<file path="config.mk">
export PLATFORM = sky130hd
export DESIGN_NAME = rgbkc_window
export DESIGN_NICKNAME = d
export VERILOG_FILES = /design/src/hw/rtl/rgbkc_pkg.sv /design/src/hw/rtl/rgbkc_window.sv
export SDC_FILE = /design/constraint.sdc
export NUM_CORES = 1
export LEC_CHECK = 0
export ABC_CLOCK_PERIOD_IN_PS = 2250
export BUFFER_PORTS_ARGS = -buffer_cell sky130_fd_sc_hd__buf_4
export CAP_MARGIN = 20
export CORE_MARGIN = 4
export CORE_UTILIZATION = 60
export CTS_CLUSTER_DIAMETER = 120
export DETAILED_ROUTE_END_ITERATION = 10
export PLACE_DENSITY = 0.83
export SLEW_MARGIN = 20
export SYNTH_ARGS = -nofsm -noshare
export SYNTH_HDL_FRONTEND = slang
export SYNTH_SLANG_ARGS = --single-unit
</file>
<file path="constraint.sdc">
create_clock -name clk -period 2.25 [get_ports clk]
set_clock_uncertainty 0.05 [all_clocks]
set_input_delay 0.3375 -clock clk [delete_from_list [all_inputs] [get_ports clk]]
set_output_delay 0.3375 -clock clk [all_outputs]
set_load 0.01 [all_outputs]
</file>
<file path="src/hw/rtl/rgbkc_pkg.sv">
// Shared types, sizes, register codes and kernel tables for the 3x3 RGB convolution.
// Used by every module of the block; depends on nothing.
`default_nettype none

package rgbkc_pkg;

	localparam int MAX_WIDTH   = 1024;
	localparam int MAX_HEIGHT  = 1024;
	localparam int ROW_BYTES   = 3 * MAX_WIDTH;

	localparam int PIX_W       = 8;
	localparam int DIM_W       = 11;
	localparam int ROW_W       = 10;
	localparam int COL_W       = 12;
	localparam int KSEL_W      = 3;
	localparam int NUM_KERNELS = 8;
	localparam int NUM_TAPS    = 9;
	localparam int WGT_W       = 11;
	localparam int SUM_W       = 20;
	localparam int SUMP_W      = 18;
	localparam int RECIP_W     = 21;
	localparam int SHIFT_W     = 5;
	localparam int QPROD_W     = SUMP_W + RECIP_W;
	localparam int CFG_IDX_W   = 2;

	localparam logic [CFG_IDX_W-1:0] CFG_FRAME_WIDTH   = 2'd0;
	localparam logic [CFG_IDX_W-1:0] CFG_FRAME_HEIGHT  = 2'd1;
	localparam logic [CFG_IDX_W-1:0] CFG_KERNEL_SELECT = 2'd2;

	localparam logic [DIM_W-1:0]  FRAME_WIDTH_RST   = 11'd640;
	localparam logic [DIM_W-1:0]  FRAME_HEIGHT_RST  = 11'd480;
	localparam logic [KSEL_W-1:0] KERNEL_SELECT_RST = 3'd0;
	localparam logic [DIM_W-1:0]  MIN_WIDTH_DIM     = 11'd2;
	localparam logic [DIM_W-1:0]  MIN_HEIGHT_DIM    = 11'd1;
	localparam logic [DIM_W-1:0]  MAX_WIDTH_DIM     = DIM_W'(MAX_WIDTH);
	localparam logic [DIM_W-1:0]  MAX_HEIGHT_DIM    = DIM_W'(MAX_HEIGHT);

	// Rows: blur, gaussian, box, sharpen, unsharpen, edge, horizontal and vertical Sobel.
	localparam int KERN_W [NUM_KERNELS][NUM_TAPS] = '{
		'{1, 1, 1, 1, 1, 1, 1, 1, 1},
		'{45, 122, 45, 122, 332, 122, 45, 122, 45},
		'{111, 111, 111, 111, 111, 111, 111, 111, 111},
		'{-1, -1, -1, -1, 16, -1, -1, -1, -1},
		'{-1, -1, -1, -1, 9, -1, -1, -1, -1},
		'{-125, -125, -125, -125, 1000, -125, -125, -125, -125},
		'{1, 2, 1, 0, 0, 0, -1, -2, -1},
		'{1, 0, -1, 2, 0, -2, 1, 0, -1}
	};

	// The divisor is applied as a multiply by a rounded-up reciprocal and a right shift.
	localparam int KERN_RECIP [NUM_KERNELS] = '{1864136, 268436, 268436, 1, 1, 268436, 1, 1};
	localparam int KERN_SHIFT [NUM_KERNELS] = '{24, 28, 28, 3, 0, 28, 0, 0};

	typedef struct packed {
		logic [PIX_W-1:0] sample;
		logic             frame_start;
	} in_item_t;

	typedef struct packed {
		logic [PIX_W-1:0] filtered;
		logic [ROW_W-1:0] out_row;
		logic [COL_W-1:0] out_byte_col;
	} out_item_t;

	typedef struct packed {
		logic [PIX_W-1:0] top;
		logic [PIX_W-1:0] mid;
	} line_word_t;

	typedef struct packed {
		logic [PIX_W-1:0] top;
		logic [PIX_W-1:0] mid;
		logic [PIX_W-1:0] bot;
	} col_taps_t;

	typedef struct packed {
		logic             emit;
		logic             left_repair;
		logic [ROW_W-1:0] out_row;
		logic [COL_W-1:0] out_col;
	} pos_info_t;

	typedef logic [NUM_TAPS-1:0][PIX_W-1:0] tap_set_t;

endpackage

`default_nettype wire

</file>
<file path="src/hw/rtl/rgbkc_window.sv">
// Three-row by seven-column sliding window of same-channel bytes and its nine tap outputs.
// Depends on rgbkc_pkg for the tap column and tap set types.
`default_nettype none

module rgbkc_window (
	input  wire logic                 clk,
	input  wire logic                 arst_n,
	input  wire logic                 shift,
	input  wire rgbkc_pkg::col_taps_t col_in,
	input  wire logic                 left_repair,
	output rgbkc_pkg::tap_set_t       taps
);
	import rgbkc_pkg::*;

	logic [PIX_W-1:0] win_q [3][7];

	always_ff @(posedge clk or negedge arst_n) begin
		if (!arst_n) begin
			for (int r = 0; r < 3; r++) begin
				for (int k = 0; k < 7; k++) begin
					win_q[r][k] <= '0;
				end
			end
		end else if (shift) begin
			for (int r = 0; r < 3; r++) begin
				for (int k = 0; k < 6; k++) begin
					win_q[r][k] <= win_q[r][k+1];
				end
			end
			win_q[0][6] <= col_in.top;
			win_q[1][6] <= col_in.mid;
			win_q[2][6] <= col_in.bot;
		end
	end

	// Near the row start the left neighbor is replaced by pixel 0 of the same channel.
	always_comb begin
		for (int r = 0; r < 3; r++) begin
			taps[r*3]     = left_repair ? win_q[r][3] : win_q[r][0];
			taps[r*3 + 1] = win_q[r][3];
			taps[r*3 + 2] = win_q[r][6];
		end
	end

endmodule

`default_nettype wire

</file>
After elaboration in Yosys (flattened, before gate mapping). Index checks and enable logic that the tools add are counted.

Bits in registers: 168. Latch bits: 0. Bits in writable memories: 0. Memory bits (read-only): 0. Bits of input ports: 28. Output and inout bits: 72. Word-level logic and storage cells: 24. Memories kept: 0.

$add $sub $neg: 0. Multipliers: 0. Div/mod/pow operators: 0. Magnitude comparators: 0. Equal/unequal tests: 0. Shifts and indexed selects: 0. Muxes and demuxes: 3. Bitwise gates (word level): 0. Reductions and logical operators: 0.

Operator list (number): two-way mux 8 bit (3).

Logic depth before layout (Yosys ltp).
Depth after elaboration: 1. Mapped depth: 4. Depth with buffers taken out: 1.

Worst setup path after synthesis. Ideal clock, no wire load.

Path type: input-to-output. Start point: input port left_repair. End point: output port taps[0] (netlist bit). Data arrival time: 1058 ps. Path slack: 804 ps. Stages on the path: 3. Buffers on the path: 2. Cells stage by stage: buf_2 -> buf_2 -> mux2_2.

RTL lines: start: declaration (RTL line rgbkc_window.sv:10) `input wire logic left_repair,`; end: declaration (RTL line rgbkc_window.sv:11) `output rgbkc_pkg::tap_set_t taps`.

==> metrics.md <==
| Metric | Value |
|---|---|
| WP data required | `1.86 ns` |
| Mean Syn Cell Area | `17.00 µm²` |
| Multi-input gate area | `2541 µm²` |
| Outcome | `finished, final reports clean` |
| Setup crit start kind | `flop` |
| Synth area leaders | `dfrtp_1 (58%), mux2_4 (21%), mux2_2 (14%)` |
| Layout Nets | `516` |
| Sequential cell area | `4204 µm²` |
| Syn_nets | `458` |
| Unrepaired setup endpoints after global routing | `false` |
| Crit path max-delay cell type | `dfrtp_1` |
| Iter 0 DRT Violations | `approximately 180` |
| Fin. max-slew vios | `0` |
| Post-CTS Resized | `0` |
| # hold bufs at CTS | `1` |
| I/O pin cnt | `100` |
| Via Count | `3,455` |
| Synth warn | `0` |
| Clock Path Buffers | `2` |
| Max-cap viol count | `0` |
| Post-synthesis cell type count | `6` |
| Routability cong. | `roughly 0.71` |
| Fmax | `0.5916 GHz` |
| Worst-path fanout max | `4` |
| Die area | `14,010 µm²` |
| Critical path origin | `taps[10]` |
| Number of global-route vias before repair | `roughly 3,800` |
| Max incr delay on CP | `between 0.4 and 0.5 ns` |
| Mapped Cells | `430` |
| Post-CTS Setup Bufs | `0` |
| P&R area growth vs syn | `16.43%` |
| Critical-path cell list | `mux2_2, buf_4` |
| Dominant cell type by area after synthesis | `dfrtp_1` |
| PwrDens | `1114 nW/µm²` |
| Antenna Nets Post-Route | `0` |
| VDD IR max | `0.8256 mV` |
| Core Rows | `40` |
| Fin crit share | `75.13%` |
| Ant diodes | `0` |
| Final min period | `around 1.7 ns` |
| Detailed Place HPWL | `approximately 7400 µm` |
| CTS root buf | `clkbuf_16` |
| Count leader, synth | `dfrtp_1` |
| Placed Instance Area | `7838 µm²` |
| Clock slew at reported path FFs | `0.06 ns` |
| Crit path kind | `reg -> out` |
| Net switching power | `2.261 mW` |
| CTS Buf Count | `17` |
| Setup TNS | `0 ns` |
| CTS H-tree depth | `4` |
| Routed WL per cell | `between 15 and 20 µm` |
| Fin area | `8511 µm²` |
| Sequential fraction of the synthesis area | `between 50% and 60%` |
| Die H | `118.4 µm` |
| Core region area | `11,960 µm²` |
| Antenna violations before repair | `0` |
| Hold Path Origin | `col_in[3]` |
| Vias per cell | `5.340` |
| First-pass GRT wire length | `19,800 µm` |
| Drt first pass iters | `4` |
| Hold/Removal Path Class | `in -> reg` |
| Share of post-route cells with drive strength above 1 | `66.00%` |
| Fill count | `775` |
| CTS sink cnt | `168` |
| Final WL | `between 10,000 and 15,000 µm` |
| Final Hold Vio Count | `0` |
| Slew @ Worst Pin | `0.5658 ns` |
| CTS tree | `done` |
| Most common library cells after synthesis | `dfrtp_1 (168), mux2_4 (101), mux2_2 (91), buf_4 (48), buf_6 (15)` |
| Critical R2R Launch | `taps[10]` |
| Synth Cell Area | `between 7000 and 8000 µm²` |
| Reg power frac | `45.0%` |
| Initial Utilization | `61.11%` |
| Clk_lat worst skew | `~0.42 ns` |
| Cell Int Power | `~7.2 mW` |
| Total grt overflow | `0` |
| Combinational power share | `21.0%` |
| Final setup viols | `0` |
| Rel. slew slack | `62.28%` |
| Drc violations | `0` |
| Largest net degree at the start of global routing | `a little over 60` |
| Number of port buffers | `99` |
| Switching part of the total | `approximately a quarter` |
| Crit path DAT | `1.30 ns` |
| Leakage power | `4.068 nW` |
| Die span in x | `about 120 µm` |
| Clk pwr share | `34.0%` |
| FF+latch count, synth | `168` |
| Post-synth top area share | `between 50% and 60%` |
| Async set-or-reset flop fraction in the synthesized netlist | `100.0%` |
| CP Capture Type | `output port` |
| EDFF count, synth | `0` |
| Total track usage | `17.93%` |
| Top FF cell, synth | `dfrtp_1` |
==> layer usage <==
| metal | up-vias | GRT usage (%) | wire length, µm |
|---|---|---|---|
| li1 | 1574 | - | - |
| met1 | 1789 | 24.94 | 5463 |
| met2 | 76 | 26.44 | 5526 |
| met3 | 16 | 5.407 | 429 |
| met4 | 0 | 7.531 | 210 |
| met5 | - | 0 | 0 |
==> per-stage QoR <==
step | hold slack [ns] | power [mW] | worst slack (ns) | instances | utilization (%)
floorplan | -0.008091 | 5.680 | 0.8040 | 430 | -
global placement | 0.2961 | 6.199 | 0.6235 | 615 | 65.52
detailed placement | 0.3050 | 6.323 | 0.5997 | 615 | 65.52
CTS | 0.07121 | 9.607 | 0.5252 | 647 | 71.15
global route | 0.07425 | 9.955 | 0.5205 | 647 | 71.15
finish | 0.09790 | 9.482 | 0.5596 | 647 | 71.15
==> flip-flops by register name (all words and copies together), names as in the netlist <==
| signal | cells |
|---|---|
| win_q | 120 |
| taps | 48 |
==> final timing paths <==
| check | endpoint | slack [ns] | cells after the start |
|---|---|---|---|
| max reg2reg | taps[10] | 1.36 | 1 |
| min | taps[67] | 0.1 | 2 |
| max | taps[2] | 0.56 | 2 |
| min in group asynchronous | taps[20] | 0.41 | 2 |
| min reg2reg | win_q[103] | 0.45 | 1 |
| max in group asynchronous | taps[14] | 1.09 | 3 |
==> cells by family after synthesis <==
group	Yosys count	synth area share, %
buffers and inverters	70	7.720
DFF	168	57.51
muxes	192	34.77
==> critical path, delay by kind of cell, from the launching register on <==
family / cells / cell delay (ns)
muxes: 1 / 0.30
DFF: 1 / 0.43
buffers and inverters: 1 / 0.15
==> power groups by stage <==
| stage | combinational [mW] | clock (mW) | sequential, mW |
|---|---|---|---|
| after floorplan | 1.57 | 0 | 4.11 |
| after global placement | 1.95 | 0 | 4.25 |
| after detailed placement | 2.02 | 0 | 4.31 |
| after CTS | 2.03 | 3.30 | 4.27 |
| after global routing | 2.15 | 3.44 | 4.37 |
| final | 1.99 | 3.22 | 4.27 |
==> cells in the final DEF (no fill, tap or decap), drive strengths merged <==
| cell type | instances |
|---|---|
| clkinv | 3 |
| bufinv | 5 |
| buf | 107 |
| mux2 | 192 |
| dlygate4sd3 | 1 |
| dfrtp | 168 |
| clkbuf | 24 |
==> cell type report <==
type                            instances  share of cell area (%)
Sequential cell                       168                   49.40
Timing Repair Buffer                  109                   10.79
Tap cell                              147                   2.161
Clock inverter                          8                   1.941
Multi-Input combinational cell        192                   29.86
Clock buffer                           23                   5.851
No activity file was read; power rests on OpenSTA's default activity.
