--- src/hw/rtl/rgbkc_pkg.sv ---
// Shared types, sizes, register codes and kernel tables for the 3x3 RGB convolution.
// Used by every module of the block; depends on nothing.
`default_nettype none

package rgbkc_pkg;

	localparam int MAX_WIDTH   = 1024;
	localparam int MAX_HEIGHT  = 1024;
	localparam int ROW_BYTES   = 3 * MAX_WIDTH;

	localparam int PIX_W       = 8;
	localparam int DIM_W       = 11;
	localparam int ROW_W       = 10;
	localparam int COL_W       = 12;
	localparam int KSEL_W      = 3;
	localparam int NUM_KERNELS = 8;
	localparam int NUM_TAPS    = 9;
	localparam int WGT_W       = 11;
	localparam int SUM_W       = 20;
	localparam int SUMP_W      = 18;
	localparam int RECIP_W     = 21;
	localparam int SHIFT_W     = 5;
	localparam int QPROD_W     = SUMP_W + RECIP_W;
	localparam int CFG_IDX_W   = 2;

	localparam logic [CFG_IDX_W-1:0] CFG_FRAME_WIDTH   = 2'd0;
	localparam logic [CFG_IDX_W-1:0] CFG_FRAME_HEIGHT  = 2'd1;
	localparam logic [CFG_IDX_W-1:0] CFG_KERNEL_SELECT = 2'd2;

	localparam logic [DIM_W-1:0]  FRAME_WIDTH_RST   = 11'd640;
	localparam logic [DIM_W-1:0]  FRAME_HEIGHT_RST  = 11'd480;
	localparam logic [KSEL_W-1:0] KERNEL_SELECT_RST = 3'd0;
	localparam logic [DIM_W-1:0]  MIN_WIDTH_DIM     = 11'd2;
	localparam logic [DIM_W-1:0]  MIN_HEIGHT_DIM    = 11'd1;
	localparam logic [DIM_W-1:0]  MAX_WIDTH_DIM     = DIM_W'(MAX_WIDTH);
	localparam logic [DIM_W-1:0]  MAX_HEIGHT_DIM    = DIM_W'(MAX_HEIGHT);

	// Rows: blur, gaussian, box, sharpen, unsharpen, edge, horizontal and vertical Sobel.
	localparam int KERN_W [NUM_KERNELS][NUM_TAPS] = '{
		'{1, 1, 1, 1, 1, 1, 1, 1, 1},
		'{45, 122, 45, 122, 332, 122, 45, 122, 45},
		'{111, 111, 111, 111, 111, 111, 111, 111, 111},
		'{-1, -1, -1, -1, 16, -1, -1, -1, -1},
		'{-1, -1, -1, -1, 9, -1, -1, -1, -1},
		'{-125, -125, -125, -125, 1000, -125, -125, -125, -125},
		'{1, 2, 1, 0, 0, 0, -1, -2, -1},
		'{1, 0, -1, 2, 0, -2, 1, 0, -1}
	};

	// The divisor is applied as a multiply by a rounded-up reciprocal and a right shift.
	localparam int KERN_RECIP [NUM_KERNELS] = '{1864136, 268436, 268436, 1, 1, 268436, 1, 1};
	localparam int KERN_SHIFT [NUM_KERNELS] = '{24, 28, 28, 3, 0, 28, 0, 0};

	typedef struct packed {
		logic [PIX_W-1:0] sample;
		logic             frame_start;
	} in_item_t;

	typedef struct packed {
		logic [PIX_W-1:0] filtered;
		logic [ROW_W-1:0] out_row;
		logic [COL_W-1:0] out_byte_col;
	} out_item_t;

	typedef struct packed {
		logic [PIX_W-1:0] top;
		logic [PIX_W-1:0] mid;
	} line_word_t;

	typedef struct packed {
		logic [PIX_W-1:0] top;
		logic [PIX_W-1:0] mid;
		logic [PIX_W-1:0] bot;
	} col_taps_t;

	typedef struct packed {
		logic             emit;
		logic             left_repair;
		logic [ROW_W-1:0] out_row;
		logic [COL_W-1:0] out_col;
	} pos_info_t;

	typedef logic [NUM_TAPS-1:0][PIX_W-1:0] tap_set_t;

endpackage

`default_nettype wire

--- src/hw/rtl/rgbkc_out_buffer.sv ---
// Output register with one skid entry between the pipeline and the result channel.
// Depends on rgbkc_pkg for the result item type.
`default_nettype none

module rgbkc_out_buffer (
	input  wire logic                 clk,
	input  wire logic                 arst_n,
	input  wire logic                 push,
	input  wire rgbkc_pkg::out_item_t push_item,
	input  wire logic                 result_stall,
	output logic                      result_valid,
	output rgbkc_pkg::out_item_t      result_item,
	output logic                      full
);
	import rgbkc_pkg::*;

	out_item_t out_q;
	out_item_t skid_q;
	logic      out_valid_q;
	logic      skid_valid_q;
	logic      take;

	assign take         = out_valid_q && !result_stall;
	assign result_valid = out_valid_q;
	assign result_item  = out_q;
	assign full         = skid_valid_q;

	always_ff @(posedge clk or negedge arst_n) begin
		if (!arst_n) begin
			out_valid_q  <= 1'b0;
			skid_valid_q <= 1'b0;
		end else if (skid_valid_q) begin
			if (take) begin
				skid_valid_q <= 1'b0;
			end
		end else if (push) begin
			if (out_valid_q && !take) begin
				skid_valid_q <= 1'b1;
			end else begin
				out_valid_q <= 1'b1;
			end
		end else if (take) begin
			out_valid_q <= 1'b0;
		end
	end

	always_ff @(posedge clk) begin
		if (skid_valid_q) begin
			if (take) begin
				out_q <= skid_q;
			end
		end else if (push) begin
			if (out_valid_q && !take) begin
				skid_q <= push_item;
			end else begin
				out_q <= push_item;
			end
		end
	end

endmodule

`default_nettype wire

--- config.mk ---
export PLATFORM = sky130hd
export DESIGN_NAME = rgbkc_out_buffer
export DESIGN_NICKNAME = d
export VERILOG_FILES = /design/src/hw/rtl/rgbkc_pkg.sv /design/src/hw/rtl/rgbkc_out_buffer.sv
export SDC_FILE = /design/constraint.sdc
export NUM_CORES = 1
export LEC_CHECK = 0
export BUFFER_PORTS_ARGS = -buffer_cell sky130_fd_sc_hd__clkbuf_2
export CORE_ASPECT_RATIO = 1.2
export CORE_MARGIN = 5
export CORE_UTILIZATION = 51
export CTS_CLUSTER_SIZE = 40
export DETAILED_ROUTE_END_ITERATION = 8
export PLACE_DENSITY_LB_ADDON = 0.3
export SYNTH_ARGS = -nofsm -noshare
export SYNTH_HDL_FRONTEND = slang
export SYNTH_SLANG_ARGS = --single-unit
export TNS_END_PERCENT = 30
--- constraint.sdc ---
create_clock -name clk -period 4.1 [get_ports clk]
set_clock_uncertainty 0.1 [all_clocks]
set_input_delay 0 -clock clk [delete_from_list [all_inputs] [get_ports clk]]
set_output_delay 0 -clock clk [all_outputs]
set_load 0.02 [all_outputs]
After elaboration in Yosys (flattened, before gate mapping)
Cells that the tools add are included.
Word-level totals
  register bits: 62
  input bits: 34
  output and inout bits: 32
Cells by class
  eq/ne operators: 3
  mux-type cells: 11
  bitwise gates (word level): 1
  reductions and logical operators: 9
Operator list (count)
  2-to-1 mux 30 bit: 4
  AND reduction 3 bit: 3
  2-to-1 mux 1 bit: 7
  inequality test 2 bit, second input constant: 2
  nonzero test 2 bit: 2
  logical AND 1 bit: 2
  zero test 1 bit: 2
  inequality test 2 x 1 -> 1 bit, second input constant: 1
  inverter 1 bit: 1

Depth between registers and ports, before layout
  word-level depth: 7
  mapped depth: 4
  gate-level depth less buffers: 2

Least setup slack after synthesis
Ideal clock, no wire load.
  path kind: reg-to-reg
  start point: reg skid_valid_q (netlist: full)
  end point: reg out_q, in the netlist result_item[0] (enable)
  setup time: 0.463 ns
  arrival time: 3.029 ns
  required time: 3.537 ns
  setup slack: 0.508 ns
  cell stages (with the launch flop): 4
  clock period less this slack: 3.592 ns
  path through: dfrtp_1 buf_6 nand2b_1 a21boi_0
On the way
  longest elaborated chain between the ends: 2
RTL lines
  start, declared: RTL line rgbkc_out_buffer.sv:20  | logic skid_valid_q;
  start signal, assigned: RTL line rgbkc_out_buffer.sv:31  | skid_valid_q <= 1'b0;
  start signal, assigned: RTL line rgbkc_out_buffer.sv:34  | skid_valid_q <= 1'b0;
  start signal, assigned: RTL line rgbkc_out_buffer.sv:38  | skid_valid_q <= 1'b1;
  inequality test 2 x 1 -> 1 bit (no source line), or another cell as far along
  AND reduction 3 bit (no source line) (*)
  end signal, assigned: RTL line rgbkc_out_buffer.sv:50  | out_q <= skid_q;
  end signal, assigned: RTL line rgbkc_out_buffer.sv:56  | out_q <= push_item;
  end, declared: RTL line rgbkc_out_buffer.sv:17  | out_item_t out_q;
Every way passes the cells marked *; elsewhere a longest branch is shown, timed or not.
A chain may end at the register's enable or synchronous reset.

Worst setup path after layout
  start point: reg skid_valid_q (netlist: full)
  end point: reg out_q, in the netlist result_item[3] (enable)
Same word-level chain as after synthesis.

==> reports/results.tsv <==
stage	metric	value	unit
cts	Setup Fix Bufs, Post-CTS	0	
floorplanning	Top-Level Pins	66	
floorplanning	initial core utilization	52.3	%
sta	Max-slew headroom	35.1	%
power	Clock power frac	19.6	%
cts	CTS tree	yes	
routing	DR iter-0 viols	57	
routing	drt pass-1 iters	4	
cts	later-pin clock latency in the skew report	0.32	ns
routing	WL final	4.25	mm
cts	clock sink count	62	
finish	area delta synth->final	35.3	%
sta	Fmax	393	MHz
global_routing	first-pass GRT wire length	6.62	mm
yosys	Synth Warn #	0	
yosys	syn_nets	140	
yosys	Yosys top cell by area	edfxtp_1	
yosys	register area share after synthesis	77.0	%
yosys	synthesized flop and latch total	62	
sta	Min Clock Period, post-route	2.55	ns
setup_path	Crit Path Class	reg2reg	
setup_path	startpoint types	flip-flop	
power	NetSw	0.000662	W
routing	Routed wire per std cell	15.5	µm
power	Pint	0.00144	W
cts	H-tree level count	3	
floorplanning	die area	0.00619	mm²
cts	CTS buffer count	9	
finish	Nets	248	
power	Lkg Pwr	1.34	nW
sta	final hold vios	0	
setup_path	crit path capture type	flip-flop	
routing	DRT antenna net count	0	
sta	Slew Limit Fails	0	
global_routing	GRT Total Usage	14.6	%
setup_path	flop2flop setup slack	1.55	ns
flow_run	max_cap viols	0	
sta	Final Setup Violations	0	
yosys	Post-Syn Area	0.00240	mm²
cts	clock slew at reported path FFs	0.06	ns
floorplanning	Die W	72.7	µm
sta	Final period util	62.1	%
global_routing	global route overflow	0	
place	Port-buffer cells	65	
yosys	post-synth top area share	74.9	%
status	status	finished, final reports clean	
global_routing	antenna violations before repair	0	
routing	DRC viols	0	
finish	share of cells above drive strength 1	50.7	%
sta	unrepaired setup endpoints after global routing	false	
power	Cell Pwr Density	647	mW/mm²
sta	setup TNS	0	ns
place	Placed Area	0.00276	mm²
global_routing	largest net degree at the start of global routing	36	
yosys	syn avg cell area	22.7	µm²
routing	via/cell ratio	4.72	
yosys	Synth area leaders	edfxtp_1 75%, mux2_4 17%, dfrtp_1 2.1%, buf_12 1.7%, mux2_2 1.4%	
sta	final hold slack	0.310	ns
finish	fin area	0.00325	mm²
power	sequential share of power	50.0	%
worst_hold_path	worst min-delay path class	in2reg	
power	Comb pwr share	30.4	%
yosys	Cell variety after synth	14	
cts	Max Buffers Root-to-Sink	2	
yosys	Post-Synthesis Cells	106	
floorplanning	# rows	27	
cts	clock root buffer	clkbuf_8	
power	worst vdd ir	513	µV
power	switch share	31.5	%
setup_path	Worst Path Max Fanout	35	
finish	ANT cells	0	
floorplanning	Die Y	85.2	µm
routing	routed via count	1299	
sta	Slew @ Worst Pin	0.973	ns
setup_path	Critical Path AT	2.39	ns
global_routing	vias in the first global route	1383	
place	GP Congestion	0.712	
floorplanning	CORE AREA	0.00459	mm²
setup_path	WP data required	3.94	ns
==> critical path: stages (launching register included) <==
cell      delay, ns
dfrtp_2        1.00
nand2_1        0.21
a21boi_4       0.82
==> cells in the final DEF, fill, tap and decap left out <==
cell type / instances
inv_1: 1
mux2_2: 3
dfrtp_1: 1
nand2_1: 3
a21boi_4: 1
nor2_2: 1
a21oi_1: 2
clkinv_1: 1
clkinv_2: 2
dlygate4sd3_1: 35
clkbuf_1: 2
clkbuf_2: 65
edfxtp_1: 60
nand2b_1: 1
dfrtp_2: 1
clkbuf_8: 9
o21ai_0: 1
buf_4: 1
mux2_4: 27
==> final cells by class <==
class	instances	area, µm²
sequential	62	1850
fill	319	1340
timing repair buffer	101	683
multi-input combinational	39	497
clock buffer	11	131
tap	58	72.6
clock inverter	3	13.8
inverter	1	3.75
==> kinds of logic (layout without fill, tap and decap cells) <==
logic type	Yosys count	in the layout	share of synthesized area, %
flops	62	62	77.0
simple gates	5	5	0.884
buf+inv	5	116	2.91
compound gates	4	4	0.936
mux	30	30	18.3
==> cell usage after synthesis <==
cell type  instances
buf_6              1
buf_8              1
buf_12             2
dfrtp_1            2
o21ai_0            1
nand2b_1           1
mux2_4            27
nand2_1            3
a21oi_1            2
mux2_2             3
edfxtp_1          60
inv_1              1
a21boi_0           1
nor2_1             1
==> per-layer routing <==
layer  part of all wire, %  track usage, %
met3                   6.6            5.21
met2                    50            22.7
met5                     0               0
met1                    42            18.0
met4                   1.7            6.88
==> worst paths after layout <==
kind	startpoint	to	cells past startpoint
setup / recovery	full$_DFF_PN0_	result_item[3]$_DFFE_PP_	2
hold / removal	push_item[23]	skid_q[23]$_DFFE_PP_	2
setup reg to reg	full$_DFF_PN0_	result_item[3]$_DFFE_PP_	2
hold reg to reg	skid_q[4]$_DFFE_PP_	result_item[4]$_DFFE_PP_	1
max in group asynchronous	arst_n	full$_DFF_PN0_	3
min in group asynchronous	arst_n	full$_DFF_PN0_	3
==> flip-flops by register name, summed over array words and instances (netlist names) <==
signal and flops:
result_item 30, skid_q 30, full 1, result_valid 1
==> stage by stage <==
stage	std cells	worst slack, ns	power, W	utilization, %
final	275	1.55	0.00210	70.8
after global routing	275	1.40	0.00221	70.8
after CTS	275	1.51	0.00213	70.8
after detailed placement	226	1.51	0.00168	60.0
after global placement	226	1.62	0.00166	60.0
after floorplan	106	0.508	0.00154	-
==> what timing repair did <==
item | 4_1_cts | 5_1_grt
hold buffers | 35 | 0
resized for setup | 0 | 0
hold endpoints to repair | 64 | 0
==> power groups by stage <==
| stage | logic (W) | registers [W] | clock network [W] |
|---|---|---|---|
| 3_3_place_gp | 0.000602 | 0.00105 | 0 |
| 5_1_grt | 0.000673 | 0.00107 | 0.000461 |
| 6_report | 0.000639 | 0.00105 | 0.000413 |
| 2_1_floorplan | 0.000381 | 0.00116 | 0 |
| 4_1_cts | 0.000649 | 0.00106 | 0.000427 |
| 3_5_place_dp | 0.000616 | 0.00107 | 0 |
Power figures use the tool's default switching activity.
