--- src/hw/rtl/rgbkc_pkg.sv ---
// Shared types, sizes, register codes and kernel tables for the 3x3 RGB convolution.
// Used by every module of the block; depends on nothing.
`default_nettype none

package rgbkc_pkg;

	localparam int MAX_WIDTH   = 1024;
	localparam int MAX_HEIGHT  = 1024;
	localparam int ROW_BYTES   = 3 * MAX_WIDTH;

	localparam int PIX_W       = 8;
	localparam int DIM_W       = 11;
	localparam int ROW_W       = 10;
	localparam int COL_W       = 12;
	localparam int KSEL_W      = 3;
	localparam int NUM_KERNELS = 8;
	localparam int NUM_TAPS    = 9;
	localparam int WGT_W       = 11;
	localparam int SUM_W       = 20;
	localparam int SUMP_W      = 18;
	localparam int RECIP_W     = 21;
	localparam int SHIFT_W     = 5;
	localparam int QPROD_W     = SUMP_W + RECIP_W;
	localparam int CFG_IDX_W   = 2;

	localparam logic [CFG_IDX_W-1:0] CFG_FRAME_WIDTH   = 2'd0;
	localparam logic [CFG_IDX_W-1:0] CFG_FRAME_HEIGHT  = 2'd1;
	localparam logic [CFG_IDX_W-1:0] CFG_KERNEL_SELECT = 2'd2;

	localparam logic [DIM_W-1:0]  FRAME_WIDTH_RST   = 11'd640;
	localparam logic [DIM_W-1:0]  FRAME_HEIGHT_RST  = 11'd480;
	localparam logic [KSEL_W-1:0] KERNEL_SELECT_RST = 3'd0;
	localparam logic [DIM_W-1:0]  MIN_WIDTH_DIM     = 11'd2;
	localparam logic [DIM_W-1:0]  MIN_HEIGHT_DIM    = 11'd1;
	localparam logic [DIM_W-1:0]  MAX_WIDTH_DIM     = DIM_W'(MAX_WIDTH);
	localparam logic [DIM_W-1:0]  MAX_HEIGHT_DIM    = DIM_W'(MAX_HEIGHT);

	// Rows: blur, gaussian, box, sharpen, unsharpen, edge, horizontal and vertical Sobel.
	localparam int KERN_W [NUM_KERNELS][NUM_TAPS] = '{
		'{1, 1, 1, 1, 1, 1, 1, 1, 1},
		'{45, 122, 45, 122, 332, 122, 45, 122, 45},
		'{111, 111, 111, 111, 111, 111, 111, 111, 111},
		'{-1, -1, -1, -1, 16, -1, -1, -1, -1},
		'{-1, -1, -1, -1, 9, -1, -1, -1, -1},
		'{-125, -125, -125, -125, 1000, -125, -125, -125, -125},
		'{1, 2, 1, 0, 0, 0, -1, -2, -1},
		'{1, 0, -1, 2, 0, -2, 1, 0, -1}
	};

	// The divisor is applied as a multiply by a rounded-up reciprocal and a right shift.
	localparam int KERN_RECIP [NUM_KERNELS] = '{1864136, 268436, 268436, 1, 1, 268436, 1, 1};
	localparam int KERN_SHIFT [NUM_KERNELS] = '{24, 28, 28, 3, 0, 28, 0, 0};

	typedef struct packed {
		logic [PIX_W-1:0] sample;
		logic             frame_start;
	} in_item_t;

	typedef struct packed {
		logic [PIX_W-1:0] filtered;
		logic [ROW_W-1:0] out_row;
		logic [COL_W-1:0] out_byte_col;
	} out_item_t;

	typedef struct packed {
		logic [PIX_W-1:0] top;
		logic [PIX_W-1:0] mid;
	} line_word_t;

	typedef struct packed {
		logic [PIX_W-1:0] top;
		logic [PIX_W-1:0] mid;
		logic [PIX_W-1:0] bot;
	} col_taps_t;

	typedef struct packed {
		logic             emit;
		logic             left_repair;
		logic [ROW_W-1:0] out_row;
		logic [COL_W-1:0] out_col;
	} pos_info_t;

	typedef logic [NUM_TAPS-1:0][PIX_W-1:0] tap_set_t;

endpackage

`default_nettype wire

--- src/hw/rtl/rgbkc_arith.sv ---
// Weighted sum, division by the kernel divisor and clamping, as a registered pipeline.
// Depends on rgbkc_pkg for the kernel tables, widths and item types.
`default_nettype none

module rgbkc_arith (
	input  wire logic                          clk,
	input  wire logic                          arst_n,
	input  wire logic                          en,
	input  wire logic                          in_valid,
	input  wire rgbkc_pkg::tap_set_t           taps,
	input  wire rgbkc_pkg::pos_info_t          info,
	input  wire logic [rgbkc_pkg::KSEL_W-1:0]  kernel_select,
	output logic                               out_valid,
	output rgbkc_pkg::out_item_t               result
);
	import rgbkc_pkg::*;

	logic signed [WGT_W-1:0]  wgt    [NUM_TAPS];
	logic signed [SUM_W-1:0]  prod_c [NUM_TAPS];
	logic signed [SUM_W-1:0]  prod_s3 [NUM_TAPS];
	logic signed [SUM_W-1:0]  row_sum [3];
	logic signed [SUM_W-1:0]  sum_c;
	logic signed [SUM_W-1:0]  sum_s4;
	logic                     pos_c;
	logic [QPROD_W-1:0]       q_s5;
	logic                     pos_s5;
	logic [QPROD_W-1:0]       quot;
	logic [SHIFT_W-1:0]       shift;
	logic [RECIP_W-1:0]       recip;
	logic                     v_s3;
	logic                     v_s4;
	logic                     v_s5;
	pos_info_t                info_s3;
	pos_info_t                info_s4;
	pos_info_t                info_s5;

	always_comb begin
		for (int t = 0; t < NUM_TAPS; t++) begin
			wgt[t]    = WGT_W'(KERN_W[kernel_select][t]);
			prod_c[t] = $signed({1'b0, taps[t]}) * wgt[t];
		end
	end

	always_comb begin
		for (int r = 0; r < 3; r++) begin
			row_sum[r] = prod_s3[r*3] + prod_s3[r*3 + 1] + prod_s3[r*3 + 2];
		end
		sum_c = row_sum[0] + row_sum[1] + row_sum[2];
	end

	assign pos_c = !sum_s4[SUM_W-1] && (sum_s4 != '0);
	assign recip = RECIP_W'(KERN_RECIP[kernel_select]);
	assign shift = SHIFT_W'(KERN_SHIFT[kernel_select]);
	assign quot  = q_s5 >> shift;

	always_ff @(posedge clk or negedge arst_n) begin
		if (!arst_n) begin
			v_s3 <= 1'b0;
			v_s4 <= 1'b0;
			v_s5 <= 1'b0;
		end else if (en) begin
			v_s3 <= in_valid;
			v_s4 <= v_s3;
			v_s5 <= v_s4;
		end
	end

	always_ff @(posedge clk) begin
		if (en) begin
			prod_s3 <= prod_c;
			info_s3 <= info;
			sum_s4  <= sum_c;
			info_s4 <= info_s3;
			q_s5    <= QPROD_W'(sum_s4[SUMP_W-1:0]) * QPROD_W'(recip);
			pos_s5  <= pos_c;
			info_s5 <= info_s4;
		end
	end

	assign out_valid           = v_s5;
	assign result.out_row      = info_s5.out_row;
	assign result.out_byte_col = info_s5.out_col;

	always_comb begin
		if (!pos_s5) begin
			result.filtered = '0;
		end else if (|quot[QPROD_W-1:PIX_W]) begin
			result.filtered = '1;
		end else begin
			result.filtered = quot[PIX_W-1:0];
		end
	end

endmodule

`default_nettype wire

--- config.mk ---
export PLATFORM = sky130hd
export DESIGN_NAME = rgbkc_arith
export DESIGN_NICKNAME = d
export VERILOG_FILES = /design/src/hw/rtl/rgbkc_pkg.sv /design/src/hw/rtl/rgbkc_arith.sv
export SDC_FILE = /design/constraint.sdc
export NUM_CORES = 2
export LEC_CHECK = 0
export ABC_CLOCK_PERIOD_IN_PS = 9500
export BUFFER_PORTS_ARGS = -buffer_cell sky130_fd_sc_hd__buf_2
export CAP_MARGIN = 20
export CORE_ASPECT_RATIO = 1.4
export CORE_MARGIN = 3
export CORE_UTILIZATION = 40
export DETAILED_ROUTE_END_ITERATION = 12
export SYNTH_ARGS = -nofsm -noshare
export SYNTH_HDL_FRONTEND = slang
export SYNTH_SLANG_ARGS = --single-unit
--- constraint.sdc ---
create_clock -name clk -period 9.5 [get_ports clk]
set_clock_uncertainty 0.05 [all_clocks]
set_input_delay 0 -clock clk [delete_from_list [all_inputs] [get_ports clk]]
set_output_delay 0 -clock clk [all_outputs]
set_load 0.05 [all_outputs]
After elaboration in Yosys (flattened, before gate mapping). Memory sizes are Yosys's and may differ from the RTL's. Index checks and enable logic that the tools add are counted.

Bits in latches: 0. Logic and storage cells: 57. Flip-flop bits (word level): 309. Input port bits: 103. Memory bits (read-only): 2816. Memories kept: 3. Output and inout bits: 31. Bits in writable memories: 0.

Shift-type cells: 1. Bitwise logic cells: 1. $lt $le $gt $ge: 1. Div/mod/pow operators: 0. Multipliers: 10. Add/subtract/negate cells: 8. Reduce and logical (&&, ||, !) cells: 4. Equal/unequal tests: 0. Multiplexer cells: 8.

Memories: (name not given) (depth 8, width 288, read ports 1, clocked after Yosys merged registers in 0, write ports 0, RTL line rgbkc_arith.sv:39) `wgt[t] = WGT_W'(KERN_W[kernel_select][t]);`; (name not given) (depth 8, width 32, read ports 1, clocked after Yosys merged registers in 0, write ports 0, RTL line rgbkc_arith.sv:53) `assign shift = SHIFT_W'(KERN_SHIFT[kernel_select]);`; (name not given) (depth 8, width 32, read ports 1, clocked after Yosys merged registers in 0, write ports 0, RTL line rgbkc_arith.sv:52) `assign recip = RECIP_W'(KERN_RECIP[kernel_select]);`.

Operators with widths (number): $mux 267 (2); $mul 9x11->20 (9); $add 20x20->20 (8); $mux 21 (2); $mul 18x21->39 (1); $shr 39x5->39 (1); $reduce_or 31->1 (1); $reduce_bool 20->1 (1); $mux 8 (2); $mux 5 (2); $ge 4x4->1 const B (1); $not 3->4 (1); $logic_and 1x1->1 (1); $logic_not 1->1 (1).

Logic depth before layout (Yosys ltp).
Depth in word-level cells: 8. Gate-level depth with buffers: 33. Depth with buffers taken out: 28.

Worst setup path before layout. No wires, ideal clock.

Path type: input -> register. Start point: in kernel_select[0] (netlist name). End point: reg q_s5[38], data pin. Required time: 9.184 ns. Cell stages on the path: 30. Arrival: 6.962 ns. Slack: 2.222 ns. Library setup time: 0.266 ns. Buffers on the path: 4. Cell sequence: clkbuf_1 > inv_1 > ha_1 > nor2b_1 > or2_1 > buf_6 > clkbuf_1 > clkbuf_1 > nand2_1 > fa_1 > inv_1 > fa_1 > inv_1 > fa_1 > inv_1 > fa_1 > fa_1 > inv_1 > fa_1 > inv_1 > ha_1 > and3_1 > and3_1 > a22oi_1 > a21oi_1 > a311oi_2 > o21ai_1 > a21boi_0 > mux2i_1 > nand4_1.

Cells in the longest elaborated chain, start to end: 5.

Ends and longest elaborated chain: start: declaration (RTL line rgbkc_arith.sv:12) `input wire logic [rgbkc_pkg::KSEL_W-1:0] kernel_select,`; $not 3->4 (implied by the code) (RTL line rgbkc_arith.sv:52); $mem_v2 8x32; $mux 21 (implied by the code) (2 in series) (RTL line rgbkc_arith.sv:52); $mul 18x21->39 (RTL line rgbkc_arith.sv:74) `q_s5 <= QPROD_W'(sum_s4[SUMP_W-1:0]) * QPROD_W'(recip);`; end signal: assignment (RTL line rgbkc_arith.sv:74); end: declaration (RTL line rgbkc_arith.sv:25) `logic [QPROD_W-1:0] q_s5;`.

Every way passes these cells. The select of a mux whose other input is x is not followed. A chain may end at the register's enable or synchronous reset.

Final worst setup path. Same ends and word-level chain as after synthesis.

==> metrics.txt <==
Total Die Area=119,000 um^2; vias=29,500; Clk pin slew, worst setup/hold paths=0.05 ns; EDFF count, synth=306; vias in the first global route=31,800; Resize count post-CTS=0; CTS root buf=clkbuf_16; Tcrit/Tclk final=78.3%; max_slew headroom=28.4%; FF+latch count, synth=309; H-tree depth=2; setup TNS=0 ns; DP HPWL=93,300 um; outcome=completed; top sig layer=met5; met2 wire length=58,600 um; global placement routability congestion=0.908; CP Class=in -> reg; initial antenna violation count=11; nets=6,034; io pins=134; Initial DRC Count=1,252; Avg WL per Cell=17.8 um; GR Overflow Total=0; DIE WIDTH=292 um; Avg Cell Area, Syn=10.5 um^2; fraction of registers with async set/reset=0.971%; DRT antenna net count=0; critical path required time=9.73 ns; Via-to-Cell Ratio=4.85; final-report setup violation count=0; DR WL met3=3460 um; Synthesis Warnings=0; num rows=146; largest net degree at the start of global routing=141; Worst Tran Pin Value=1.07 ns; Post-route DRC=0; clk_lat worst skew=0.56 ns; Clock Path Buffers=3; crit-path max FO=21; Syn Inst Count=4,366; CP endpoint kind=flip-flop; final count of pins violating max slew=0; RSZ-0062 raised after global routing=false; Post-synth top flop=edfxtp_1; core area=113,000 um^2; Min Hold Slack=0.0569 ns; CTS tree=done; Met1 Wirelength=41,400 um; Initial Utilization=40.4%; min Tclk post-route=7.44 ns; first-pass GRT wire length=175,000 um; Port-buffer cells=131; syn nets=5,835; fmax=134 MHz; CP startpoint kind=input pin; Die Y=407 um; post-synthesis sequential area ratio=20.2%; CP arrival=7.67 ns; clk sinks=309; share of cells above drive strength 1=5.64%; Final Hold Fails=0; Num CTS Buffers=39; synth unique cells=68; WL final=108,000 um; Area Overhead vs Synth=9.51%; post-synthesis cell area=45,900 um^2; max cap viols=0; Layout fillers=10,800; HP Class=in -> reg; 1st-pass router iterations=5; overall routing resource usage=19.1%
==> worst max-delay path: stages <==
cell and delay (ns):
buf_2 0.26, inv_1 0.17, ha_1 0.39, nor2b_1 0.15, buf_4 0.20, or2_1 0.44
buf_4 0.42, and2_1 0.35, fa_1 0.45, ha_1 0.29, inv_1 0.05, fa_1 0.47
inv_1 0.05, fa_1 0.46, fa_1 0.50, inv_1 0.05, fa_1 0.47, inv_1 0.04
ha_1 0.32, and3_1 0.22, and3_1 0.19, a22oi_1 0.19, a21oi_1 0.19, a311oi_2 0.51
o21ai_1 0.19, a21boi_0 0.31, mux2i_1 0.22, nand4_1 0.08
==> flip-flops by register name (all words and copies together), names as in the netlist <==
register and flops:
pos_s5 1, out_valid 1, result 22, sum_s4 20, prod_s3 180, v_s4 1, info_s4 22, info_s3 22
q_s5 39, v_s3 1
==> metal layers <==
layer	track usage, %	vias up
met4	7.58	8
met2	36.3	482
met1	21.7	14900
met3	2.20	182
li1	-	13900
met5	0	-
==> cell families (layout without fill, tap and decap cells) <==
family,after synthesis,after routing,synth area share (%)
simple gates,867,867,9.95
buf+inv,1252,1477,10.3
xor+xnor,158,158,3.02
flops,309,309,20.2
other cells,0,7,0
fa+ha+maj,1366,1366,50.4
mux,24,24,0.805
compound gates,390,390,5.37
==> area by class of cell <==
type	count	area, um^2	area share, %
Multi-Input combinational cell	2805	31900	63.5
Sequential cell	309	9260	18.4
Inverter	1207	4530	9.02
Tap cell	1480	1850	3.69
Timing Repair Buffer	203	1340	2.67
Clock buffer	43	991	1.97
Clock inverter	24	329	0.655
Antenna cell	7	17.5	0.0349
==> metrics by stage <==
stage	instances	setup WS, ns	cell area, um^2	utilization [%]
floorplan	4366	2.22	45900	-
global placement	5955	1.59	48400	42.7
detailed placement	5955	1.47	48400	42.7
CTS	6071	2.06	50200	44.3
global route	6073	1.67	50200	44.3
finish	6078	2.06	50200	44.3
==> path summary, 6_finish.rpt <==
kind,cells past startpoint,to,slack (ns),startpoint
max,28,q_s5[38],2.06,kernel_select[0]
min,3,prod_s3[43],0.06,taps[51]
max reg2reg,19,q_s5[38],2.80,sum_s4[11]
min reg2reg,0,info_s4[0],0.37,info_s3[0]
max in group asynchronous,3,out_valid,9.02,arst_n
min in group asynchronous,3,v_s3,0.24,arst_n
==> repair_timing <==
action	CTS	global route
hold buffers	49	0
endpoints found under the hold margin	81	0
buffers inserted	0	0
==> layout by cell type, fill, tap and decap left out, types with 6 or more instances in the layout <==
cell type	n
buf_2	130
nor2_1	116
or3_1	10
edfxtp_1	306
a21oi_1	128
a21o_1	35
buf_4	22
o21ai_0	83
ha_1	565
xor2_1	22
mux4_2	10
inv_1	1207
o21bai_1	21
a31oi_1	11
nor4_1	14
or2_2	15
nand3_1	28
a31o_2	6
dlygate4sd3_1	49
and2_1	295
nand2b_1	16
diode_2	7
nor2b_1	67
a211oi_1	14
xnor2_1	136
nor3_1	29
mux2i_1	10
bufinv_16	8
clkinv_2	6
o21a_1	14
and3_1	33
clkbuf_16	39
a21boi_0	23
nand2_1	218
fa_1	801
nand4_1	7
==> synth_stat cells (all sizes together) (33+ instances only) <==
library cell | number | share of area [%]
a21oi | 129 | 1.4
nor2 | 117 | 0.96
nor2b | 68 | 0.93
ha | 565 | 15
and3 | 33 | 0.45
clkbuf | 41 | 0.34
a21o | 35 | 0.57
o21ai | 87 | 0.95
edfxtp | 306 | 20
nand2 | 218 | 1.8
fa | 801 | 35
inv | 1207 | 9.9
and2 | 296 | 4.0
xnor2 | 136 | 2.6
Power is not shown: default switching activity piles up to over one toggle a cycle in this logic, so the estimate is an artifact.
